`config.mk`:
```
export PLATFORM = sky130hd
export DESIGN_NAME = pmm_sram
export DESIGN_NICKNAME = d
export VERILOG_FILES = /design/src/pmm_pkg.sv /design/src/pmm_sram.sv
export SDC_FILE = /design/constraint.sdc
export NUM_CORES = 1
export LEC_CHECK = 0
export BUFFER_PORTS_ARGS = -buffer_cell sky130_fd_sc_hd__buf_2
export CORE_ASPECT_RATIO = 0.9
export CORE_MARGIN = 4
export CORE_UTILIZATION = 41
export DETAILED_ROUTE_END_ITERATION = 16
export PLACE_DENSITY = 0.64
export SLEW_MARGIN = 15
export SYNTH_ARGS = -nofsm -noshare
export SYNTH_HDL_FRONTEND = slang
export SYNTH_SLANG_ARGS = --single-unit
```
`constraint.sdc`:
```
create_clock -name clock -period 5.21 [get_ports clock]
set_clock_uncertainty 0.2 [all_clocks]
set_input_delay 1.042 -clock clock [delete_from_list [all_inputs] [get_ports clock]]
set_output_delay 1.042 -clock clock [all_outputs]
set_load 0.01 [all_outputs]
```
`src/pmm_pkg.sv`:
```
// Shared types and constants for the paged memory manager.
`default_nettype none
package pmm_pkg;

   localparam int ADDR_BITS      = 20;
   localparam int SIZE_BITS      = 21;
   localparam int KIND_BITS      = 2;
   localparam int SLOT_IN_BITS   = 2;
   localparam int BYTE_BITS      = 8;
   localparam int REL_BITS       = 11;
   localparam int REQ_TDATA_BITS = 56;
   localparam int RSP_TDATA_BITS = 40;

   localparam int OFFSET_BITS_DEF = 10;
   localparam int FRAME_COUNT_DEF = 1024;
   localparam int PROC_COUNT_DEF  = 4;

   typedef enum logic [1:0] {
      KIND_ALLOC,
      KIND_FREE,
      KIND_READ,
      KIND_WRITE
   } kind_type;

   typedef enum logic [3:0] {
      S_CLEAR,
      S_IDLE,
      S_ACHK,
      S_ASCAN,
      S_ATAIL,
      S_LOOK,
      S_RDATA,
      S_FWALK,
      S_FDONE,
      S_RESP
   } state_type;

   typedef struct packed {
      logic clr;
      logic we;
      logic re;
   } mem_ctrl_type;

endpackage
`default_nettype wire

```
`src/pmm_sram.sv`:
```
// Single-port-write, registered-read memory with a clear sweep input.
`default_nettype none
module pmm_sram #(
   parameter int DATA_BITS = 8,
   parameter int DEPTH     = 16,
   parameter int ADDR_BITS = 4,
   parameter int CLR_BITS  = 4
) (
   input  wire                       clock,
   input  pmm_pkg::mem_ctrl_type     ctrl,
   input  wire logic [CLR_BITS-1:0]  clr_addr,
   input  wire logic [ADDR_BITS-1:0] waddr,
   input  wire logic [DATA_BITS-1:0] wdata,
   input  wire logic [ADDR_BITS-1:0] raddr,
   output logic      [DATA_BITS-1:0] rdata
);

   logic [DATA_BITS-1:0] mem_ff [DEPTH];
   logic [DATA_BITS-1:0] rdata_ff;
   logic                 clr_hit;

   assign clr_hit = ctrl.clr && ({1'b0, clr_addr} < (CLR_BITS+1)'(DEPTH));

   always_ff @(posedge clock) begin
      if (clr_hit) begin
         mem_ff[clr_addr[ADDR_BITS-1:0]] <= '0;
      end else if (ctrl.we) begin
         mem_ff[waddr] <= wdata;
      end
      if (ctrl.re) begin
         rdata_ff <= mem_ff[raddr];
      end
   end

   assign rdata = rdata_ff;

endmodule
`default_nettype wire

```
Word level (Yosys, flattened, before mapping)
Memories as Yosys holds them, arrays and structs flattened. A register that Yosys moved wholly into a read port is not among the register bits. Cells that the tools add are included.

Latch bits: 0. Memories kept: 1. Output and inout bits: 8. Bits in read-only memories: 0. Input port bits: 24. Logic and storage cells: 10. Register bits: 0. Bits in writable memories: 128.

Memory list: mem_ff (words 16, width 8, rd ports 1, clocked after memory_dff 1, wr ports 1, RTL line pmm_sram.sv:18) `logic [DATA_BITS-1:0] mem_ff [DEPTH];`.

Shifts and indexed selects: 0. Divide/modulo/power cells: 0. Multiply operators: 0. $add $sub $neg: 0. Mux-type cells: 8. Bitwise operators: 0. Reductions and logical operators: 1. Magnitude comparators: 0. Equal/unequal tests: 0.

Operators by type and width (number): 8-bit 2-to-1 mux (1); 8-bit OR reduction (1); 1-bit 2-to-1 mux (6); 4-bit 2-to-1 mux (1).

Logic depth before layout (Yosys ltp)
Gate-level depths: netlist of run 1.

Depth after elaboration: 5. Depth in mapped cells: 5. Depth with buffers taken out: 3.

Worst setup path before layout of run 1
No wires, ideal clock.

Path kind: in2reg. Start: in ctrl[2] (netlist bit). End: mem mem_ff[0][0] (enable). Required time: 4.640 ns. Path slack: 2.620 ns. Stages on the path: 4. Path buffers: 1. Library setup time: 0.370 ns. Arrival time: 2.020 ns. Cell sequence: clkbuf_1 > nor4b_1 > a31oi_1 > nor2_1.

Cells in the longest elaborated chain, start to end: 4. Elaborated cells between the ends (all ways): 7. Classes of those cells: 6 x mux; 1 x reduce/logical.

RTL lines: start, declared (RTL line pmm_sram.sv:10) `input pmm_pkg::mem_ctrl_type ctrl,`; 1-bit 2-to-1 mux (RTL line pmm_sram.sv:25) `if (clr_hit) begin`; 1-bit 2-to-1 mux (not written as such) (RTL line pmm_sram.sv:28) `mem_ff[waddr] <= wdata;`; 8-bit OR reduction (no line); 4-bit 2-to-1 mux (no line) or 1-bit 2-to-1 mux (tied branches); end, declared (RTL line pmm_sram.sv:18).

Parallel ways exist; a longest one is shown, timed or not.

==> impl_metrics.py, run 1 <==
metrics = {
    "job": {
        "maxCapViolCount": 0,
    },
    "global_routing": {
        "grt_start_max_net_pins": 33,
        "antenna_found_initial": 0,
        "grt_pass1_wl_um": 15440,
        "grtUsageTotal": 0.1468,
        "overflow": 0,
        "grt_pass1_vias": 2541,
    },
    "clocking": {
        "worstSkewPairLatency_ns": 0.41,
        "post_cts_buffers": 0,
        "cts_sinks": 136,
        "cts_tree": "done",
        "cts_max_level": 4,
        "root_buffer": "clkbuf_16",
        "cts.clk_slew.worst_paths_ns": 0.05,
        "cts_resized": 0,
        "postCtsHoldBufs": 0,
        "numCtsBuffers": 17,
        "ctsLongestPathBuffers": 2,
    },
    "yosys": {
        "synth-xor-area-share": 0,
        "synth_commonest_cells": "edfxtp_1 (136), mux4_2 (18), nor2_1 (18)",
        "synth-seq-cells": 136,
        "synth.area.top_cells": "edfxtp_1 (76%), mux4_2 (7.5%), mux4_1 (6.8%)",
        "muxShareOfSynthArea": 0.1436,
        "synthDistinctLibCells": 22,
        "synth_simple_gate_area_frac": 0.04739,
        "synthFlopType": "edfxtp_1",
        "synth_compound_gate_area_share": 0.03206,
        "yosys_warnings": 0,
        "synth_area_um2": 5386,
        "synthCells": 254,
        "yosysSeqAreaShare": 0.7582,
        "synthArstFlopShare": 0,
        "yosysTopAreaCell": "edfxtp_1",
        "synth-edff-count": 136,
        "yosys.area_share.adder": 0,
        "synth_top_area_share": 0.7582,
        "syn_avg_cell_area_um2": 21.21,
        "synth_most_common_cell": "edfxtp_1",
        "synth_top_family_by_area": "multiplexers",
        "mappedNetlistNets": 278,
    },
    "pwr": {
        "internal-power_mw": 1.979,
        "vdd_drop_max_mv": 0.2213,
        "cellLeakagePower_nw": 1.784,
        "p_switching_uw": 493.8,
        "power.total_mw": 2.473,
        "sw_frac_of_total": 0.1997,
        "power_frac_comb": 0.049,
        "p_clk_frac": 0.445,
        "p_seq_frac": 0.506,
        "cellPowerDensity_nw_per_um2": 399.0,
    },
    "sta": {
        "setup_tns_ns": 0,
        "setup_viol": 0,
        "period_minus_slack_ns": 2.925,
        "hold_ws_ns": 0.5619,
        "fin_crit_sh": 0.5614,
        "rsz0062_at_grt": "false",
        "slew-limit-headroom": 0.2948,
        "tightest_slew_ns": 1.058,
        "fmax_mhz": 341.9,
        "slew_violations": 0,
        "hold_viol_final": 0,
    },
    "worst_hold_path": {
        "hold_path_end": "rdata[7]",
        "hold_class": "reg2reg",
        "min-delay-start": "mem_ff[7][7]",
        "whs_path_depth": 3,
    },
    "die": {
        "die_h_um": 116.7,
        "core_um2": 12780,
        "start_util": 0.4213,
        "die_w_um": 128.8,
        "num_io_pins": 32,
        "die_area_um2": 15040,
        "num_rows": 39,
    },
    "worst_setup_path": {
        "rr_endpoint": "rdata[6]",
        "worstPathMaxFanout": 32,
        "critical_path.endpoint_type": "flip-flop",
        "cp-start-kind": "input port",
        "r2r_cells": 3,
        "arrival_ns": 2.88,
        "r2r-start": "mem_ff[8][6]",
        "reg2reg_slack_ns": 3.51,
        "worstPathRequired_ns": 5.17,
        "crit_type": "in2reg",
    },
    "place": {
        "placed_cell_area_um2": 5657,
        "hpwl_um": 6493,
        "globalplace.congestion": 0.7684,
        "place_inst": 438,
        "io_buffers": 31,
    },
    "run_status": {
        "status": "completed",
    },
    "drt": {
        "avgRoutedWirePerCell_um": 22.10,
        "drc": 0,
        "first_pass_iters": 4,
        "drt_iter0_drc": 186,
        "wirelength_um": 10340,
        "ant_nets": 0,
        "via_per_inst": 5.496,
        "vias": 2572,
    },
    "final_layout": {
        "nNetsFinal": 317,
        "syn_to_final_growth_pct": 15.08,
        "fin_cells": 468,
        "drive_gt1_frac": 0.2434,
        "final_area_um2": 6198,
        "diodes": 0,
    },
}
critical path, stage by stage:
cell and delay (ns):
buf_2 0.77, mux4_1 0.72, a22oi_1 0.23, nand2_1 0.08
final cells by class:
class | count | area (µm²)
Fill cell | 1050 | 6586
Multi-Input combinational cell | 104 | 1201
Clock buffer | 19 | 432.9
Sequential cell | 136 | 4084
Clock inverter | 11 | 108.9
Tap cell | 164 | 205.2
Timing Repair Buffer | 31 | 155.1
Inverter | 3 | 11.26
state kept, by name (all words and copies together), names as in the netlist:
signal,count
mem_ff,128
rdata,8
worst max-delay path by stage:
| stage | from | to | slack, ns | cells after the start |
|---|---|---|---|---|
| 2_1_floorplan | ctrl[2] | mem_ff[0][0] | 2.62 | 4 |
| 3_3_place_gp | raddr[0] | rdata[7] | 1.80 | 4 |
| 3_5_place_dp | raddr[0] | rdata[6] | 1.80 | 4 |
| 4_1_cts | raddr[0] | rdata[6] | 2.23 | 4 |
| 5_1_grt | raddr[0] | rdata[4] | 2.13 | 4 |
| 6_report | raddr[0] | rdata[0] | 2.28 | 4 |
logic make-up after synthesis:
group | Yosys count
mux | 32
flops | 136
simple gates | 48
buf+inv | 14
compound gates | 24
layout by cell type (no fill, tap or decap):
cell          n
edfxtp_1    136
buf_2        31
mux4_2       18
nor2_1       18
clkbuf_16    17
a22oi_1      16
mux4_1       14
nand2_1      10
and2_1        9
a31oi_1       6
inv_1         3
nor4bb_1      3
clkinv_2      3
clkinv_1      3
clkinvlp_4    3
nor2b_1       2
nor4b_1       2
and4b_1       2
bufinv_16     2
clkbuf_1      2
and2b_1       1
nand2b_1      1
o32a_1        1
a21oi_1       1
metal layers:
metal	global-route usage	vias to the layer above	share of wire
met4	0.05248	0	0.015
met1	0.2094	1338	0.48
met5	0	-	0
li1	-	1150	-
met2	0.2182	67	0.46
met3	0.04161	17	0.043
power groups by stage:
stage	Clock, mW	Combinational (mW)	Sequential (mW)
after floorplan	0	0.0775	1.27
after global placement	0	0.122	1.27
after detailed placement	0	0.124	1.27
after CTS	1.12	0.124	1.25
after global routing	1.17	0.133	1.25
final	1.10	0.122	1.25
per-stage QoR:
step | utilization | setup WS [ns]
2_1_floorplan | - | 2.620
3_3_place_gp | 0.4425 | 1.800
3_5_place_dp | 0.4425 | 1.795
4_1_cts | 0.4848 | 2.233
5_1_grt | 0.4848 | 2.132
6_report | 0.4848 | 2.285
(Power assumes the default switching activity.)
==> run 2, diff against run 1 <==
==> constraint.sdc (replaced) <==
create_clock -name clock -period 2.91 [get_ports clock]
set_clock_uncertainty 0.2 [all_clocks]
set_input_delay 0.582 -clock clock [delete_from_list [all_inputs] [get_ports clock]]
set_output_delay 0.582 -clock clock [all_outputs]
set_load 0.01 [all_outputs]
==> run 2 against run 1 <==
Die area is the same. Largest power group is now the clock network. Critical path depth stayed put. Cell count rose by 3.6%. Combinational power is 93% higher. Register-to-register slack lost 2.3 ns. Largest cell class unchanged. Sequential power grew 79%. Final area rose by 3.7%. Via count increased by 2.9%. Worst setup slack worse by 1.5 ns. Power rose by 92%. Utilization is 1.8 points higher.
==> impl_metrics.py, run 2 (synthesis results as in run 1) <==
metrics = {
    "global_routing": {
        "grt_start_max_net_pins": 33,
        "antenna_found_initial": 0,
        "grt_pass1_wl_um": 16700,
        "grt_pass1_vias": 2676,
        "grtUsageTotal": 0.1586,
        "overflow": 0,
    },
    "pwr": {
        "cellLeakagePower_nw": 1.918,
        "cellPowerDensity_nw_per_um2": 739.1,
        "vdd_drop_max_mv": 0.4691,
    },
    "drt": {
        "ant_nets": 0,
        "drt_iter0_drc": 256,
        "met2_length_um": 4944,
        "routed.top_layer": "met4",
        "wl_met1_um": 4756,
        "avgRoutedWirePerCell_um": 22.09,
        "drc": 0,
        "met3_length_um": 933,
        "vias": 2647,
        "wirelength_um": 10710,
        "via_per_inst": 5.458,
        "first_pass_iters": 4,
    },
    "clocking": {
        "numCtsBuffers": 17,
        "postCtsHoldBufs": 0,
        "post_cts_buffers": 0,
        "cts_max_level": 4,
        "ctsLongestPathBuffers": 2,
        "worstSkewPairLatency_ns": 0.41,
        "root_buffer": "clkbuf_16",
        "cts_tree": "done",
        "cts_sinks": 136,
        "cts_resized": 0,
        "cts.clk_slew.worst_paths_ns": 0.06,
    },
    "sta": {
        "rsz0062_at_grt": "false",
        "slew-limit-headroom": 0.4348,
        "period_minus_slack_ns": 2.137,
        "slew_violations": 0,
        "setup_viol": 0,
        "tightest_slew_ns": 0.8447,
        "fin_crit_sh": 0.7344,
        "hold_viol_final": 0,
        "fmax_mhz": 467.9,
        "setup_tns_ns": 0,
    },
    "worst_setup_path": {
        "r2r-start": "mem_ff[14][6]",
        "worstPathMaxFanout": 14,
        "worstPathRequired_ns": 2.74,
        "crit_type": "in2reg",
        "startpoint": "ctrl[2]",
        "critical_path.endpoint_type": "flip-flop",
        "arrival_ns": 1.97,
        "cp-start-kind": "input port",
    },
    "final_layout": {
        "mostFrequentLayoutCells": "edfxtp_1 (136), buf_2 (31), mux4_2 (18), nor2_1 (18), clkbuf_16 (17)",
        "layout_commonest_cell": "edfxtp_1",
        "fillers": 1034,
        "regArea_um2": 4084,
        "fin_cells": 485,
        "drive_gt1_frac": 0.2928,
        "syn_to_final_growth_pct": 19.35,
        "diodes": 0,
        "nNetsFinal": 332,
        "multi_input_comb_area_um2": 1201,
        "largest_reg_flops": 128,
        "regMostFlops": "mem_ff",
        "utilization": 0.5028,
    },
    "die": {
        "num_io_pins": 32,
        "start_util": 0.4213,
        "die_w_um": 128.8,
        "die_h_um": 116.7,
        "num_rows": 39,
        "core_um2": 12780,
        "die_area_um2": 15040,
    },
    "place": {
        "io_buffers": 31,
        "globalplace.congestion": 0.7993,
        "hpwl_um": 6794,
        "place_inst": 453,
    },
    "run_status": {
        "status": "completed",
    },
    "job": {
        "maxCapViolCount": 0,
    },
    "worst_hold_path": {
        "hold_class": "in2reg",
        "min-delay-start": "ctrl[0]",
    },
}
## run 2: cell count changes in the layout (fill, tap and decap cells not counted)
cell       delta
buf_12        +2
buf_4        +13
clkbuf_1      -1
bufinv_16     +3
clkinv_2      +1
clkinv_1      -2
clkinv_4      +1
## run 2: worst paths after layout
check	to	slack (ns)	cells past startpoint
worst min register to register	rdata[1]	0.56	3
worst max register to register	rdata[6]	1.21	3
worst max-delay path	mem_ff[1][2]	0.77	4
worst min-delay path	rdata[4]	0.32	1
## run 2: layer usage
metal | track usage | vias to the layer above
li1 | - | 1184
met3 | 0.04893 | 10
met5 | 0 | -
met2 | 0.2300 | 104
met4 | 0.05038 | 0
met1 | 0.2312 | 1349
## run 2: final cells by class
class / count / share of cell area
well taps: 164 / 0.03192
multi-input cells: 104 / 0.1868
clock inverters: 14 / 0.03192
repair buffers: 46 / 0.04554
clock buffers: 18 / 0.06676
flip-flops and latches: 136 / 0.6353
inverters: 3 / 0.001752
## run 2: worst max-delay path, stage by stage
cell      delay (ns)
buf_2           0.18
nor4bb_1        0.36
a31oi_1         0.15
nor2_1          0.69
## run 2: power breakdown
part	leakage (nW)	switching, mW	internal (mW)
Clock	0.303	0.768	1.51
Combinational	0.576	0.139	0.0969
Sequential	1.04	0.0138	2.22
Total	1.92	0.922	3.83
## run 2: stage by stage
step	power, mW	hold slack (ns)	instance area [µm²]	setup slack (ns)
2_1_floorplan	2.417	0.4945	5386	0.7801
3_3_place_gp	2.510	0.5458	5794	0.4357
3_5_place_dp	2.519	0.5565	5794	0.3933
4_1_cts	4.792	0.3032	6429	0.8262
5_1_grt	4.918	0.3057	6429	0.7302
6_report	4.752	0.3153	6429	0.7730
